File: config.mk
export PLATFORM = sky130hd
export DESIGN_NAME = isrt_slot_ram
export DESIGN_NICKNAME = d
export VERILOG_FILES = /design/src/rtl/isrt_pkg.sv /design/src/rtl/isrt_slot_ram.sv
export SDC_FILE = /design/constraint.sdc
export NUM_CORES = 2
export LEC_CHECK = 0
export BUFFER_PORTS_ARGS = -buffer_cell sky130_fd_sc_hd__buf_4
export CORE_MARGIN = 1.5
export CORE_UTILIZATION = 28
export CTS_CLUSTER_DIAMETER = 30
export DETAILED_ROUTE_END_ITERATION = 16
export MAX_ROUTING_LAYER = met4
export PLACE_DENSITY = 0.52
export SLEW_MARGIN = 20
export SYNTH_ARGS = -nofsm -noshare
export SYNTH_HDL_FRONTEND = slang
export SYNTH_SLANG_ARGS = --single-unit
File: constraint.sdc
create_clock -name clk -period 5.2 [get_ports clk]
set_input_delay 0.26 -clock clk [delete_from_list [all_inputs] [get_ports clk]]
set_output_delay 0.26 -clock clk [all_outputs]
set_load 0.01 [all_outputs]
File: src/rtl/isrt_pkg.sv
// shared types and constants for the interval set range table
// no dependencies; every other file imports this package

package isrt_pkg;

	localparam int MAX_RANGES     = 64;
	localparam int SLOT_BITS      = $clog2(MAX_RANGES);
	localparam int MODULE_ID_BITS = 8;
	localparam int CHUNK_BITS     = 20;

	typedef logic [SLOT_BITS-1:0]      slot_idx_t;
	typedef logic [SLOT_BITS:0]        slot_cnt_t;
	typedef logic [MODULE_ID_BITS-1:0] mod_id_t;
	typedef logic [CHUNK_BITS-1:0]     chunk_t;

	typedef enum logic [1:0] {
		FUNC_ADD    = 2'd0,
		FUNC_LOOKUP = 2'd1,
		FUNC_CLEAR  = 2'd2
	} func_t;

	typedef enum logic [1:0] {
		ST_DONE     = 2'd0,
		ST_REVERSED = 2'd1,
		ST_FULL     = 2'd2
	} status_t;

	typedef enum logic [1:0] {
		S_IDLE,
		S_WALK,
		S_WRITE,
		S_RESP
	} state_t;

	// one stored range
	typedef struct packed {
		mod_id_t mod;
		chunk_t  first;
		chunk_t  last;
	} slot_t;

	// answer of the shared compare unit
	typedef struct packed {
		logic   hit;
		chunk_t lo;
		chunk_t hi;
	} cmp_res_t;

endpackage

File: src/rtl/isrt_slot_ram.sv
// range store: module id, first and last chunk per slot
// one write port, one registered read port; depends on isrt_pkg

module isrt_slot_ram
	import isrt_pkg::*;
(
	input  logic      clk,
	input  logic      we,
	input  slot_idx_t waddr,
	input  slot_t     wdata,
	input  logic      re,
	input  slot_idx_t raddr,
	output slot_t     rdata
);

	slot_t mem_q [MAX_RANGES];

	always_ff @(posedge clk) begin
		if (we) begin
			mem_q[waddr] <= wdata;
		end
	end

	always_ff @(posedge clk) begin
		if (re) begin
			rdata <= mem_q[raddr];
		end
	end

endmodule

# Yosys cells after proc, flatten, opt, wreduce, memory -nomap -nowiden

Memory sizes are Yosys's and may differ from the RTL's. A register that Yosys moved wholly into a read port is not among the register bits.
Index checks and enable logic that the tools add are counted.

Flip-flop bits (word level): 0
Bits in writable memories: 3,072
Bits of input ports: 63
Output and inout port bits: 48
Memories kept: 1

Multiplexer cells: 2

Memories:

| memory | words | width | read ports | clocked after memory_dff | wr ports | line                | source |
|---|---|---|---|---|---|---|---|
| mem_q  | 64    | 48    | 1          | 1                        | 1        | isrt_slot_ram.sv:16 | `slot_t mem_q [MAX_RANGES];` |

Operator list:

| operator | count |
|---|---|
| $mux 1   | 2 |

# Logic depth before layout (Yosys ltp)

Depth in word-level cells: 2
Depth in mapped cells: 9
Gate-level depth less buffers: 5

# Worst setup path after synthesis

Ideal clock, no wire load.

Path type: in2reg
From: input port waddr[3]
To: memory mem_q[48][0] in the netlist's numbering, enable pin
Data arrival time: 4.032 ns
Required time: 4.687 ns
Path slack: 0.655 ns
Stages: 4
Buffers on the path: 1
Cell sequence: clkbuf_1 > nor2b_1 > nand4b_1 > nor3_1

RTL lines:

| item            | line                | source |
|---|---|---|
| start, declared | isrt_slot_ram.sv:9  | `input slot_idx_t waddr,` |
| end, declared   | isrt_slot_ram.sv:16 |  |

Straight into the memory's write port.

==> results.yml <==
outcome:
  status: "finished clean"
worst_setup_path:
  path_buf_inv: 3
  cp_common_cell: "buf_4"
  crit_type: "in -> reg"
  start_kind: "input pin"
  slowest_delay_ns: 0.88
  worstPathArrival_ns: 3.74
  worst-endpoint-required_ns: 5.88
  cp_cell_sequence: "dlygate4sd3_1 -> buf_4 -> buf_4 -> nand2b_2 -> o221ai_1 -> a21oi_1 -> nor2_1 -> a221oi_1"
  crit_path_top_delay_cell: "nand2b_2"
  crit_path_max_fanout: 28
  crit_family: "buffers and inverters"
  end_kind: "flop"
floorplan:
  core.rowCount: 237
  num_io_pins: 111
  die_x_um: 651
  placeableCoreArea_um2: 418000
  die_h_um: 651
  die-area_um2: 424000
  initial_core_util_pct: 28.2
clock_tree:
  clk_pin_slew_ns: 0.05
  ctsHtreeMaxLevel: 6
  cts_root_buffer: "clkbuf_16"
  cts_buffers: 522
  clockBufferDepth: 4
  worstSkewPairLatency_ns: 0.92
  numClockSinks: 3120
  cts_tree: "done"
routing:
  vias_per_cell: 5.01
  num_vias: 57600
  wl_um: 337000
  routed-wl-met3_um: 27600
  ant_nets: 0
  met1_length_um: 140000
  top_layer_used: "met4"
  route.met2.wl_um: 161000
  first_iter_violations: 6508
  drt_first_pass_iters: 7
  drc_errors: 0
  wl_per_cell_um: 29.3
grt:
  grtUsageTotal_pct: 16.0
  globalRoute.totalOverflow: 0
  grt_pass1_vias: 59700
  grt_pass1_wl_um: 468000
  grt_max_degree: 103
  antenna_found_initial: 32
placement:
  gp_congestion: 0.775
  portBuffers: 110
  hpwl_um: 186000
  pre_cts_ws_ns: 1.51
logic_synthesis:
  seq_area_frac_synth_pct: 79.7
  avgSynthCellArea_um2: 23.7
  synth_edf_count: 3120
  yosys_register_bits: 3120
  syn_inst: 4970
  synth_nets: 5033
  yosysWarnings: 0
  synth_flop_cell: "edfxtp_1"
  synthDistinctLibCells: 35
  async_reset_ff_share_pct: 0
  syn_area_um2: 118000
power:
  powerDensity_nw_per_um2: 448
  max-vdd-ir-drop_mv: 0.259
  leakage_nw: 45.2
  power.total_mw: 64.8
sta:
  finalWorstSetupSlack_ns: 2.14
  period_share_pct: 58.8
  final-hold-violation-count: 0
  max_freq_mhz: 327
  grt_setup_unrepaired: "false"
  worst_pin_slew_ns: 1.13
  slew_headroom_pct: 24.5
  setup_viol: 0
  maxSlewViolCount: 0
  min_period_ns: 3.06
  clock_skew_ns: 0.0635
  fin_setup_tns_ns: 0
cells_and_area:
  fin_nets: 5638
  syn_to_final_growth_pct: 23.0
  drive_gt1_share_pct: 32.8
hold_path:
  worst_hold_path_type: "in -> reg"
job:
  max_cap_viol_count: 0
## through the flow
step / area, um2 / hold slack, ns / utilization [%] / instances
floorplan: 118000 / 0.359 / - / 4970
global placement: 126000 / 0.738 / 30.3 / 10500
detailed placement: 127000 / 0.739 / 30.3 / 10500
CTS: 144000 / 0.0741 / 34.6 / 11500
global route: 145000 / 0.0930 / 34.6 / 11500
finish: 145000 / 0.122 / 34.6 / 11500
## kinds of logic after synthesis
group / after synthesis / synth area share, %
muxes: 829 / 15.1
and+or+nand+nor: 253 / 0.953
AOI/OAI and AO/OA: 486 / 3.01
buffers and inverters: 282 / 1.27
DFF: 3120 / 79.7
## Yosys cell counts (28+ instances only)
cell type | n | share of area (%)
mux4_2 | 754 | 14
mux2i_1 | 63 | 0.54
a211oi_1 | 32 | 0.20
a22oi_1 | 72 | 0.46
o22ai_1 | 122 | 0.65
buf_2 | 98 | 0.42
clkbuf_1 | 98 | 0.31
a221oi_1 | 83 | 0.62
nor2_1 | 132 | 0.42
a22o_1 | 57 | 0.42
o221ai_1 | 28 | 0.21
buf_4 | 62 | 0.40
edfxtp_1 | 3120 | 80
nand2_1 | 55 | 0.18
a21oi_1 | 74 | 0.31
## state kept, by name, summed over array words and instances, names as in the netlist
register / flops
mem_q: 3072
rdata: 48
## where the power goes
part	internal, mW	switching, mW	leakage, nW
Clock	22.2	12.0	8.44
Sequential	28.0	0.123	28.1
Combinational	0.936	1.59	8.62
Total	51.1	13.7	45.2
## placed cells by master, fill, tap and decap left out, drive strengths merged, types with 13 or more instances in the layout
master	n
a22oi	72
clkbuf	607
nor2	132
inv	38
edfxtp	3120
o221ai	28
mux4	754
bufinv	65
clkinv	188
dlygate4sd3	50
a21oi	74
a211oi	32
diode	13
a221oi	83
mux2i	63
nand2	55
nor2b	24
buf	313
a22o	57
o22ai	122
clkinvlp	38
## worst register-to-register path, cell delays in order (launching register included)
cell	delay, ns
edfxtp_1	0.36
mux4_2	0.48
a22o_1	0.26
a221oi_1	0.81
a221oi_1	0.19
## final timing paths
check / cells after the start / startpoint / end / slack [ns]
setup reg to reg: 4 / mem_q[26][31] / rdata[31] / 2.77
setup / recovery: 8 / raddr[4] / rdata[34] / 2.14
hold reg to reg: 4 / mem_q[59][36] / rdata[36] / 0.82
hold / removal: 3 / waddr[1] / mem_q[49][45] / 0.12
## final cells by class
cell class / count / area [um2]
antenna: 13 / 32.5
multi-input combinational: 1568 / 23000
fill: 38400 / 273000
clock buffer: 607 / 13800
sequential: 3120 / 93700
timing repair buffer: 363 / 3620
tap: 5497 / 6880
clock inverter: 329 / 3640
## metal layers
metal  GRT usage, %  up-vias
li1               -    23000
met1           20.9    31600
met2           25.1     2401
met3           3.74      579
met4           4.55        0
met5              -        -
## timing repair
action | 4_1_cts | 5_1_grt
resized for setup | 0 | 0
hold buffers | 50 | 0
endpoints found under the hold margin | 3090 | 0
buffers inserted | 0 | 0
No activity file was read; power rests on OpenSTA's default activity.
