$ cat src/rtl/isrt_pkg.sv
// shared types and constants for the interval set range table
// no dependencies; every other file imports this package

package isrt_pkg;

	localparam int MAX_RANGES     = 64;
	localparam int SLOT_BITS      = $clog2(MAX_RANGES);
	localparam int MODULE_ID_BITS = 8;
	localparam int CHUNK_BITS     = 20;

	typedef logic [SLOT_BITS-1:0]      slot_idx_t;
	typedef logic [SLOT_BITS:0]        slot_cnt_t;
	typedef logic [MODULE_ID_BITS-1:0] mod_id_t;
	typedef logic [CHUNK_BITS-1:0]     chunk_t;

	typedef enum logic [1:0] {
		FUNC_ADD    = 2'd0,
		FUNC_LOOKUP = 2'd1,
		FUNC_CLEAR  = 2'd2
	} func_t;

	typedef enum logic [1:0] {
		ST_DONE     = 2'd0,
		ST_REVERSED = 2'd1,
		ST_FULL     = 2'd2
	} status_t;

	typedef enum logic [1:0] {
		S_IDLE,
		S_WALK,
		S_WRITE,
		S_RESP
	} state_t;

	// one stored range
	typedef struct packed {
		mod_id_t mod;
		chunk_t  first;
		chunk_t  last;
	} slot_t;

	// answer of the shared compare unit
	typedef struct packed {
		logic   hit;
		chunk_t lo;
		chunk_t hi;
	} cmp_res_t;

endpackage

$ cat src/rtl/isrt_cmp.sv
// shared compare unit: module match, overlap/touch or containment, merged bounds
// depends on isrt_pkg

module isrt_cmp
	import isrt_pkg::*;
(
	input  slot_t    entry,
	input  mod_id_t  mod,
	input  chunk_t   lo,
	input  chunk_t   hi,
	input  logic     touch,
	output cmp_res_t res
);

	logic [CHUNK_BITS:0] hi_ext;
	logic [CHUNK_BITS:0] last_ext;
	logic                start_ok;
	logic                end_ok;

	// end plus one kept one bit wider so it never wraps
	assign hi_ext   = {1'b0, hi} + {{CHUNK_BITS{1'b0}}, touch};
	assign last_ext = {1'b0, entry.last} + {{CHUNK_BITS{1'b0}}, touch};
	assign start_ok = {1'b0, entry.first} <= hi_ext;
	assign end_ok   = {1'b0, lo} <= last_ext;

	assign res.hit = (entry.mod == mod) && start_ok && end_ok;
	assign res.lo  = (entry.first < lo) ? entry.first : lo;
	assign res.hi  = (entry.last > hi) ? entry.last : hi;

endmodule

$ cat config.mk
export PLATFORM = sky130hd
export DESIGN_NAME = isrt_cmp
export DESIGN_NICKNAME = d
export VERILOG_FILES = /design/src/rtl/isrt_pkg.sv /design/src/rtl/isrt_cmp.sv
export SDC_FILE = /design/constraint.sdc
export NUM_CORES = 1
export LEC_CHECK = 0
export ABC_AREA = 0
export BUFFER_PORTS_ARGS = -buffer_cell sky130_fd_sc_hd__buf_2
export CORE_MARGIN = 10
export CORE_UTILIZATION = 43
export DETAILED_ROUTE_END_ITERATION = 8
export GPL_TIMING_DRIVEN = 0
export PLACE_DENSITY = 0.74
export SLEW_MARGIN = 5
export SYNTH_ARGS = -nofsm -noshare
export SYNTH_HDL_FRONTEND = slang
export SYNTH_SLANG_ARGS = --single-unit
$ cat constraint.sdc
create_clock -name vclk -period 6.8
set_clock_uncertainty 0.2 [all_clocks]
set_input_delay 0.34 -clock vclk [all_inputs]
set_output_delay 0.34 -clock vclk [all_outputs]
set_load 0.02 [all_outputs]
# Word level (Yosys, flattened, before mapping)
# Index checks and enable logic that the tools add are counted.
[classes] order_cmp=4 n_eq_ne=1 muxes=2 add_sub_neg=2 n_reduce_logical=2
[op_table] cell="adder 20 x 1 -> 21 bit" count=2
[op_table] cell="less-or-equal comparator 20 x 21 -> 1 bit" count=2
[op_table] cell="2-to-1 mux 20 bit" count=2
[op_table] cell="greater-than comparator 20 bit" count=1
[op_table] cell="< comparator 20 bit" count=1
[op_table] cell="equality test 8 bit" count=1
[op_table] cell="logical AND 1 bit" count=2
[totals] out_inout_bits=41 reg_bits=0

# Depth between registers and ports, before layout
# Gate-level depths: netlist of run 1.
[depth] word_depth=4 ltp_mapped=16

# Worst setup path after synthesis of run 1
# Ideal clock, no wire load.
[synth_timing] path_type="in2out" from="input port hi[0]" to="output port res[40] in the netlist's numbering" n_path_buf=2 t_arrival_ns=3.408 setup_slack_ns=2.852 required_ns=6.260 stages=16 path_cell_list="ha_1 -> ha_1 -> and3_1 -> clkbuf_1 -> nand2_1 -> or3_1 -> buf_2 -> nor4_1 -> xnor2_1 -> ha_1 -> nand4_1 -> nor4_1 -> nand4_1 -> mux2_2 -> o211a_1 -> a311oi_2"
[synth_rtl] element="from (decl)" line_no="isrt_cmp.sv:10" text="input chunk_t hi,"
[synth_rtl] element="to (decl)" line_no="isrt_cmp.sv:12" text="output cmp_res_t res"

==> results.ini, run 1 <==
[logic_synthesis]
ys_types=38
synthesis.area_mm2=0.00310
ys_seq_area_share_pct=0
synthesis.nets=581
synth_warnings=0
synth_area_per_cell_um2=7.73
synthCells=401

[power_and_ir_drop]
clockPowerShare_pct=0
power_density_mw_per_mm2=74.0
switchingPower_mw=0.163
p_int_mw=0.127
leakagePower_nw=2.07
peakVddDrop_mv=0.0385
pwr-share-comb_pct=100.0
seq_power_share_pct=0
sw_frac_of_total_pct=56.2

[status]
status=finished, final reports clean

[worst_setup_path]
path_class=in -> out
start_kind=input pin
end_kind=primary output
path_max_fanout=5
critPathRequiredTime_ns=6.26
crit_arrival_ns=4.08

[final_layout]
register_area_um2=0
nClkBuffers=0
area_growth_pct=26.1
final_nets=721
seq_cell_count=0
num_antenna_cells=0
utilization_pct=56.6
drive_above_1_share_pct=34.7

[timing]
finalCritPeriodShare_pct=68.0
slew_viol_final=0
rsz0062_at_grt=no
finalSetupViolations=0
fin_crit_ns=4.62
hold_viol_final=0
worst_pin_slew_ns=0.697
setup-tns-final_ns=0
timing.fmax_ghz=0.216
max_slew_margin_pct=53.1

[placed_design]
portBuffers=138
routabilityCongestion=0.919
dp_hpwl_um=9510

[detailed_routing]
drt_wl_total_um=10500
detailroute.via_count=3406
post_drt_via_cell_ratio=5.36
drt_drc_violations_left=0
wl_per_cell_um=16.5
ant_nets=0
drt_first_iter_violations=127
dr.pass1.iters=4

[cts]
cts_resized=0
post_cts_buffers=0
holdBufCountCts=0

[floorplan]
die_h_um=105
start_util_pct=44.9
core_mm2=0.00691
dieWidth_um=105
pin_count=138
num_rows=30
die_area_mm2=0.0110

[grt]
grt_overflow=0
grt_pass1_wl_um=16700
grt_usage_pct=17.6
antenna_found_initial=0
grt_pass1_vias=3554
grt_max_degree=11

[min_path]
hold_path_class=in -> out

[job]
cap_violations=0

-- stage by stage --
stage / power, mW / worst slack, ns / cells / cell area (um2) / hold WS [ns]
4_1_cts: 0.291 / 2.18 / 635 / 3910 / 0.849
6_report: 0.290 / 2.18 / 635 / 3910 / 0.850
3_5_place_dp: 0.289 / 2.21 / 635 / 3910 / 0.847
2_1_floorplan: 0.180 / 2.85 / 401 / 3100 / 0.669
5_1_grt: 0.322 / 1.97 / 635 / 3910 / 0.868
3_3_place_gp: 0.279 / 2.20 / 635 / 3910 / 0.848
-- logic make-up (layout without fill, tap and decap cells) --
kind of cell	after synthesis	in the layout	synth area share [%]
mux	41	41	14.8
simple gates	116	116	19.6
compound gates	63	63	13.0
xor+xnor	44	44	12.4
buf+inv	54	192	6.70
fa+ha+maj	83	83	33.5
-- power groups by stage --
stage / combinational [mW] / clock [mW] / sequential [mW]
finish: 0.290 / 0 / 0
global route: 0.322 / 0 / 0
CTS: 0.291 / 0 / 0
detailed placement: 0.289 / 0 / 0
global placement: 0.279 / 0 / 0
floorplan: 0.180 / 0 / 0
-- worst max-delay path: stages --
cell and delay, ns:
buf_2 0.11, ha_1 0.21, ha_1 0.19, and3_1 0.16
clkbuf_1 0.21, nand2_1 0.08, or3_1 0.30, buf_2 0.16
nor4_1 0.24, xnor2_1 0.13, ha_1 0.31, nand4_1 0.13
nor4_1 0.42, nand4_1 0.20, mux2_2 0.29, o211a_1 0.15
a311oi_2 0.24, buf_2 0.21
-- path summary, 6_finish.rpt --
check,start,endpoint,slack [ns],depth (start not counted)
worst max-delay path,hi[0],res[40],2.18,18
worst min-delay path,hi[6],res[6],0.85,3
-- cell usage in the layout (no fill, tap or decap), types with 2 or more instances in the layout --
| cell | count |
|---|---|
| mux2i_1 | 2 |
| nor4_1 | 7 |
| o21ai_0 | 15 |
| a211oi_1 | 7 |
| buf_2 | 142 |
| nor2_1 | 17 |
| xor2_1 | 19 |
| clkbuf_1 | 3 |
| and3_1 | 11 |
| o211ai_1 | 2 |
| xnor2_1 | 25 |
| ha_1 | 83 |
| inv_2 | 2 |
| nand2_1 | 27 |
| or3_1 | 2 |
| nand3_1 | 22 |
| mux2_2 | 39 |
| nand4_1 | 15 |
| a21o_1 | 10 |
| nor3_1 | 6 |
| nor2b_1 | 2 |
| and4_1 | 3 |
| a21oi_1 | 18 |
| inv_1 | 45 |
| a31oi_1 | 2 |
-- Yosys cell counts, drive strengths merged, types with 2 or more instances --
cell type  count  share of area (%)
inv           47                5.7
a211oi         7                1.7
nor3           7                1.5
buf            4               0.65
and4           3               0.85
nor4           7                1.4
clkbuf         3               0.36
or3            2               0.40
nor2          17                2.1
xnor2         25                7.1
mux2          39                 14
nor2b          2               0.40
a21oi         18                2.9
ha            83                 33
a31oi          2               0.40
o21ai         15                2.4
xor2          19                5.4
nand3         23                3.9
a21o          10                2.4
nand2         27                3.3
mux2i          2               0.65
o211ai         2               0.48
and3          11                2.2
nand4         15                3.0
-- layout make-up --
type | count | area [um2]
Buffer | 7 | 31.3
Fill cell | 698 | 2990
Inverter | 47 | 176
Multi-Input combinational cell | 347 | 2890
Tap cell | 96 | 120
Timing Repair Buffer | 138 | 691
-- routing by layer --
metal | track usage, % | part of all wire, % | wire length, um
met4 | 1.76 | 0.78 | 82
met2 | 34.1 | 52 | 5390
met1 | 20.2 | 43 | 4530
met5 | 0 | 0 | 0
met3 | 2.52 | 4.3 | 448
Power figures use the tool's default switching activity.
==> inputs of run 2 (changes only) <==
--- a/config.mk
+++ b/config.mk
@@ -5,13 +5,13 @@
 export SDC_FILE = /design/constraint.sdc
 export NUM_CORES = 1
 export LEC_CHECK = 0
-export ABC_AREA = 0
+export ABC_AREA = 1
 export BUFFER_PORTS_ARGS = -buffer_cell sky130_fd_sc_hd__buf_2
 export CORE_MARGIN = 10
 export CORE_UTILIZATION = 43
 export DETAILED_ROUTE_END_ITERATION = 8
 export GPL_TIMING_DRIVEN = 0
-export PLACE_DENSITY = 0.74
+export PLACE_DENSITY = 0.72
 export SLEW_MARGIN = 5
 export SYNTH_ARGS = -nofsm -noshare
 export SYNTH_HDL_FRONTEND = slang
==> constraint.sdc (replaced) <==
create_clock -name vclk -period 4.3
set_clock_uncertainty 0.2 [all_clocks]
set_input_delay 0.215 -clock vclk [all_inputs]
set_output_delay 0.215 -clock vclk [all_outputs]
set_load 0.02 [all_outputs]
==> results.ini, run 2 <==
[detailed_routing]
ant_nets=0  ; unchanged
dr.pass1.iters=4  ; unchanged
post_drt_via_cell_ratio=5.14  ; -4.2%
drt_wl_total_um=11800  ; +13%
drt_drc_violations_left=0  ; unchanged
wl_per_cell_um=14.2  ; -14%
detailroute.via_count=4292  ; +26%
drt_first_iter_violations=166  ; +31%

[timing]
timing.fmax_ghz=0.306
slew_viol_final=0  ; unchanged
fin_crit_ns=3.27
finalCritPeriodShare_pct=76.0
hold_viol_final=0  ; unchanged
max_slew_margin_pct=65.9  ; +13 points
finalSetupViolations=0  ; unchanged
setup-tns-final_ns=0  ; unchanged
rsz0062_at_grt=no
worst_pin_slew_ns=0.507  ; -0.190 ns

[logic_synthesis]
yosysMostFrequentCell=nand2_1
ys_seq_area_share_pct=0  ; unchanged
ys_types=32  ; -16%
synthesis.nets=775  ; +33%
synth_top_cells_by_count=182 x nand2_1, 83 x ha_1, 81 x inv_1
synthCells=595  ; +48%
synthTopCellsByArea=ha_1 30%, nand2_1 19%, inv_1 8.6%
synth_top_area_share_pct=29.5  ; -4.0 points
yosys.area.top_type=ha_1
synth_area_per_cell_um2=5.91  ; -24%
synthesis.area_mm2=0.00352  ; +13%
synth_warnings=0  ; unchanged

[worst_setup_path]
crit_arrival_ns=2.85  ; -1.23 ns
path_class=in -> out
max_stage_delay_ns=0.30  ; -0.12 ns
critPathRequiredTime_ns=3.88  ; -2.38 ns
start_kind=input pin
path_max_fanout=3  ; -2
slowest_stage=ha_1
path_cells=buf_2, ha_1, ha_1, inv_1, nor2_4, nand2_4, nor2_4, nand3_2, nor2_2, nand2_2, xor2_1, ha_1, nand2_1, nor2_1, nand4_1, nor2_1, o21bai_1, a21oi_1, nor2_1, buf_2
end_kind=primary output

[final_layout]
seq_cell_count=0  ; unchanged
drive_above_1_share_pct=23.2  ; -12 points
nClkBuffers=0  ; unchanged
final_common_cell=nand2_1
num_antenna_cells=0  ; unchanged
final_cell_mix=182 x nand2_1, 144 x buf_2, 83 x ha_1
area_growth_pct=23.3
final_nets=915  ; +27%
register_area_um2=0  ; unchanged

[power_and_ir_drop]
seq_power_share_pct=0  ; unchanged
peakVddDrop_mv=0.0533  ; +38%
switchingPower_mw=0.324  ; +99%
leakagePower_nw=2.61  ; +27%
clockPowerShare_pct=0  ; unchanged
p_int_mw=0.195  ; +54%
power_mw=0.519  ; +79%
pwr-share-comb_pct=100.0  ; about the same
power_density_mw_per_mm2=120  ; +62%
sw_frac_of_total_pct=62.4  ; +6.2 points

[floorplan]
die_h_um=110  ; +5.3%
dieWidth_um=110  ; +5.3%
die_area_mm2=0.0122  ; +11%
pin_count=138  ; unchanged
start_util_pct=44.8  ; -0.091 points
num_rows=32  ; +6.7%
core_mm2=0.00785  ; +14%

[grt]
grt_overflow=0  ; unchanged
antenna_found_initial=0  ; unchanged
grt_usage_pct=18.4  ; +0.85 points
grt_pass1_vias=4386  ; +23%
grt_pass1_wl_um=20100  ; +20%
grt_max_degree=11  ; unchanged

[min_path]
hold_path_class=in -> out

[job]
cap_violations=0  ; unchanged

[placed_design]
dp_hpwl_um=10700  ; +12%
portBuffers=138  ; unchanged
routabilityCongestion=0.867  ; -5.7%

[cts]
holdBufCountCts=0  ; unchanged
post_cts_buffers=0  ; unchanged
cts_resized=0  ; unchanged

[status]
status=finished, final reports clean

run 2: changes by cell type after synthesis, moves of 9 or more:
cell     change
and3_1       -9
a21o_1       -9
xnor2_1     -13
nand4_1     +16
nor2_1      +19
nand3_1     +18
mux2_2      -39
nand2_1    +155
a21oi_1     +18
inv_1       +36
run 2: area by class of cell:
class / instances / area, um2
Buffer: 14 / 60.1
Fill cell: 840 / 3510
Inverter: 82 / 308
Multi-Input combinational cell: 499 / 3150
Tap cell: 102 / 128
Timing Repair Buffer: 138 / 691
run 2: metrics by stage:
| step | hold WS, ns | std cells | area, um2 | setup slack [ns] | util (%) |
|---|---|---|---|---|---|
| 2_1_floorplan | 0.399 | 595 | 3520 | 1.43 | - |
| 3_3_place_gp | 0.556 | 835 | 4340 | 1.10 | 55.2 |
| 3_5_place_dp | 0.566 | 835 | 4340 | 1.02 | 55.2 |
| 4_1_cts | 0.570 | 835 | 4340 | 1.02 | 55.2 |
| 5_1_grt | 0.611 | 835 | 4340 | 0.728 | 55.2 |
| 6_report | 0.570 | 835 | 4340 | 1.03 | 55.2 |
run 2: power by group through the flow:
stage	combinational, mW	clock (mW)	sequential, mW
finish	0.519	0	0
global route	0.592	0	0
CTS	0.523	0	0
detailed placement	0.521	0	0
global placement	0.502	0	0
floorplan	0.322	0	0
run 2: routing by layer:
metal	global-route usage, %	share of wire, %	wire length [um]
met1	22.3	43	5050
met2	33.7	49	5820
met3	2.97	7.1	834
met4	2.33	1.1	127
met5	0	0	0
run 2: cell families after synthesis:
family                     after synthesis  synth area share (%)
and+or+nand+nor                        323                  42.3
buffers and inverters                   96                  10.5
adders and majority gates               83                  29.5
AOI/OAI and AO/OA                       57                  8.79
xor gates and xnor gates                36                  8.96
run 2: worst paths after layout:
path                      end  startpoint  cells after the start  slack, ns
worst max-delay path  res[40]       hi[0]                     20       1.03
worst min-delay path  res[10]      hi[10]                      4       0.57
run 2: critical path, delay by kind of cell:
kind / cells / cell delay, ns
and+or+nand+nor: 11 / 1.26
buffers and inverters: 3 / 0.35
xor gates and xnor gates: 1 / 0.16
adders and majority gates: 3 / 0.67
AOI/OAI and AO/OA: 2 / 0.21
==> inputs of run 3 (changes only) <==
==> constraint.sdc (replaced) <==
create_clock -name vclk -period 3.25
set_clock_uncertainty 0.2 [all_clocks]
set_input_delay 0.1625 -clock vclk [all_inputs]
set_output_delay 0.1625 -clock vclk [all_outputs]
set_load 0.02 [all_outputs]
==> results.ini, run 3 (synthesis gave the netlist of run 2 again) <==
[timing]
slew_viol_final=0  ; unchanged
finalCritPeriodShare_pct=93.0
timing.fmax_ghz=0.331
fin_crit_ns=3.02
worst_pin_slew_ns=0.488  ; -0.0190 ns
finalSetupViolations=0  ; unchanged
setup-tns-final_ns=0  ; unchanged
hold_viol_final=0  ; unchanged
hold_ws_ns=0.465  ; -0.104 ns
max_slew_margin_pct=67.2  ; +1.3 points

[detailed_routing]
drt_first_iter_violations=165  ; -0.60%
wl_per_cell_um=14.2  ; +0.45%
post_drt_via_cell_ratio=5.17  ; +0.52%
drt_wl_total_um=12000  ; +1.0%
detailroute.via_count=4340  ; +1.1%
ant_nets=0  ; unchanged
drt_drc_violations_left=0  ; unchanged
dr.pass1.iters=5  ; +1

[worst_setup_path]
path_class=in -> out
critPathRequiredTime_ns=2.89  ; -0.99 ns
end_kind=primary output
start_kind=input pin
crit_arrival_ns=2.66  ; -0.19 ns
path_max_fanout=4  ; +1

[grt]
top_usage_layer=met2
antenna_found_initial=0  ; unchanged
grt_usage_pct=18.4  ; unchanged
use_met1_pct=22.3  ; unchanged
grt_max_degree=11  ; unchanged
use_met3_pct=2.97  ; unchanged
grt_overflow=0  ; unchanged
met2_usage_pct=33.7  ; unchanged
grt_pass1_vias=4386  ; unchanged
grt_pass1_wl_um=20100  ; unchanged

[final_layout]
fillers=835  ; -0.60%
num_antenna_cells=0  ; unchanged
design_area_mm2=0.00442  ; +2.0%
utilization_pct=56.3  ; +1.1 points
register_area_um2=0  ; unchanged
final_common_cell=nand2_1
final_nets=920  ; +0.55%
drive_above_1_share_pct=24.4  ; +1.2 points
nClkBuffers=0  ; unchanged
area_growth_pct=25.7
seq_cell_count=0  ; unchanged
final_cell_mix=181 x nand2_1, 142 x buf_2, 81 x inv_1, 81 x ha_1, 40 x nand3_1

[power_and_ir_drop]
power_mw=0.697  ; +34%
peakVddDrop_mv=0.0709  ; +33%
power_density_mw_per_mm2=158  ; +32%
leakagePower_nw=2.64  ; +0.95%

[min_path]
worstHoldEndpoint=res[10]
hold_path_class=in -> out
hp-start=hi[10]
hold_depth=4  ; unchanged

[floorplan]
pin_count=138  ; unchanged
num_rows=32  ; unchanged
die_area_mm2=0.0122  ; unchanged
core_mm2=0.00785  ; unchanged
dieWidth_um=110  ; unchanged
start_util_pct=44.8  ; unchanged
die_h_um=110  ; unchanged

[cts]
holdBufCountCts=0  ; unchanged

[placed_design]
routabilityCongestion=0.867  ; unchanged
placed_cell_area_mm2=0.00434  ; unchanged
dp_hpwl_um=10700  ; unchanged
portBuffers=138  ; unchanged

[job]
cap_violations=0  ; unchanged

[status]
status=finished, final reports clean

[run 3: routing by layer]
| metal | share of wire [%] | vias to the layer above |
|---|---|---|
| li1 | - | 2256 |
| met1 | 43 | 1952 |
| met2 | 50 | 126 |
| met3 | 6.5 | 6 |
| met4 | 0.78 | 0 |
| met5 | 0 | - |
[run 3: layout make-up]
class	count	area [um2]	share of cell area [%]
buffer	14	60.1	1.36
timing repair buffer	143	733	16.6
inverter	82	308	6.96
tap	102	128	2.89
multi-input combinational	499	3190	72.2
[run 3: power breakdown]
| part | switching, mW | leakage (nW) | internal [mW] | total, mW |
|---|---|---|---|---|
| Sequential | 0 | 0 | 0 | 0 |
| Combinational | 0.433 | 2.64 | 0.264 | 0.697 |
| Clock | 0 | 0 | 0 | 0 |
| Total | 0.433 | 2.64 | 0.264 | 0.697 |
[run 3: worst max-delay path by stage]
stage / start / endpoint
after global placement: hi[0] / res[40]
after detailed placement: hi[0] / res[40]
after CTS: hi[0] / res[40]
after global routing: entry[0] / res[40]
final: entry[0] / res[40]
after floorplan: hi[0] / res[40]
[run 3: worst max-delay path: stages]
cell and delay [ns]:
buf_2 0.11, ha_1 0.17, ha_1 0.19, nand2_1 0.10
nor2_4 0.15, nand2_2 0.12, nor2_4 0.17, nand3_1 0.10
xor2_1 0.16, ha_1 0.29, and3_1 0.18, nand2_1 0.06
a21oi_1 0.20, nand3b_1 0.10, nand2_1 0.07, nand2_1 0.05
nor2_1 0.11, buf_4 0.16
[run 3: repair_timing]
item,4_1_cts,5_1_grt
setup endpoints to repair,0,1
buffers inserted,0,5
resized for setup,0,11
[run 3: per-stage QoR]
stage                     worst slack, ns  instances
after floorplan                     0.488        595
after CTS                          0.0752        835
final                               0.228        840
after global routing              -0.0178        840
after detailed placement           0.0749        835
after global placement              0.159        835
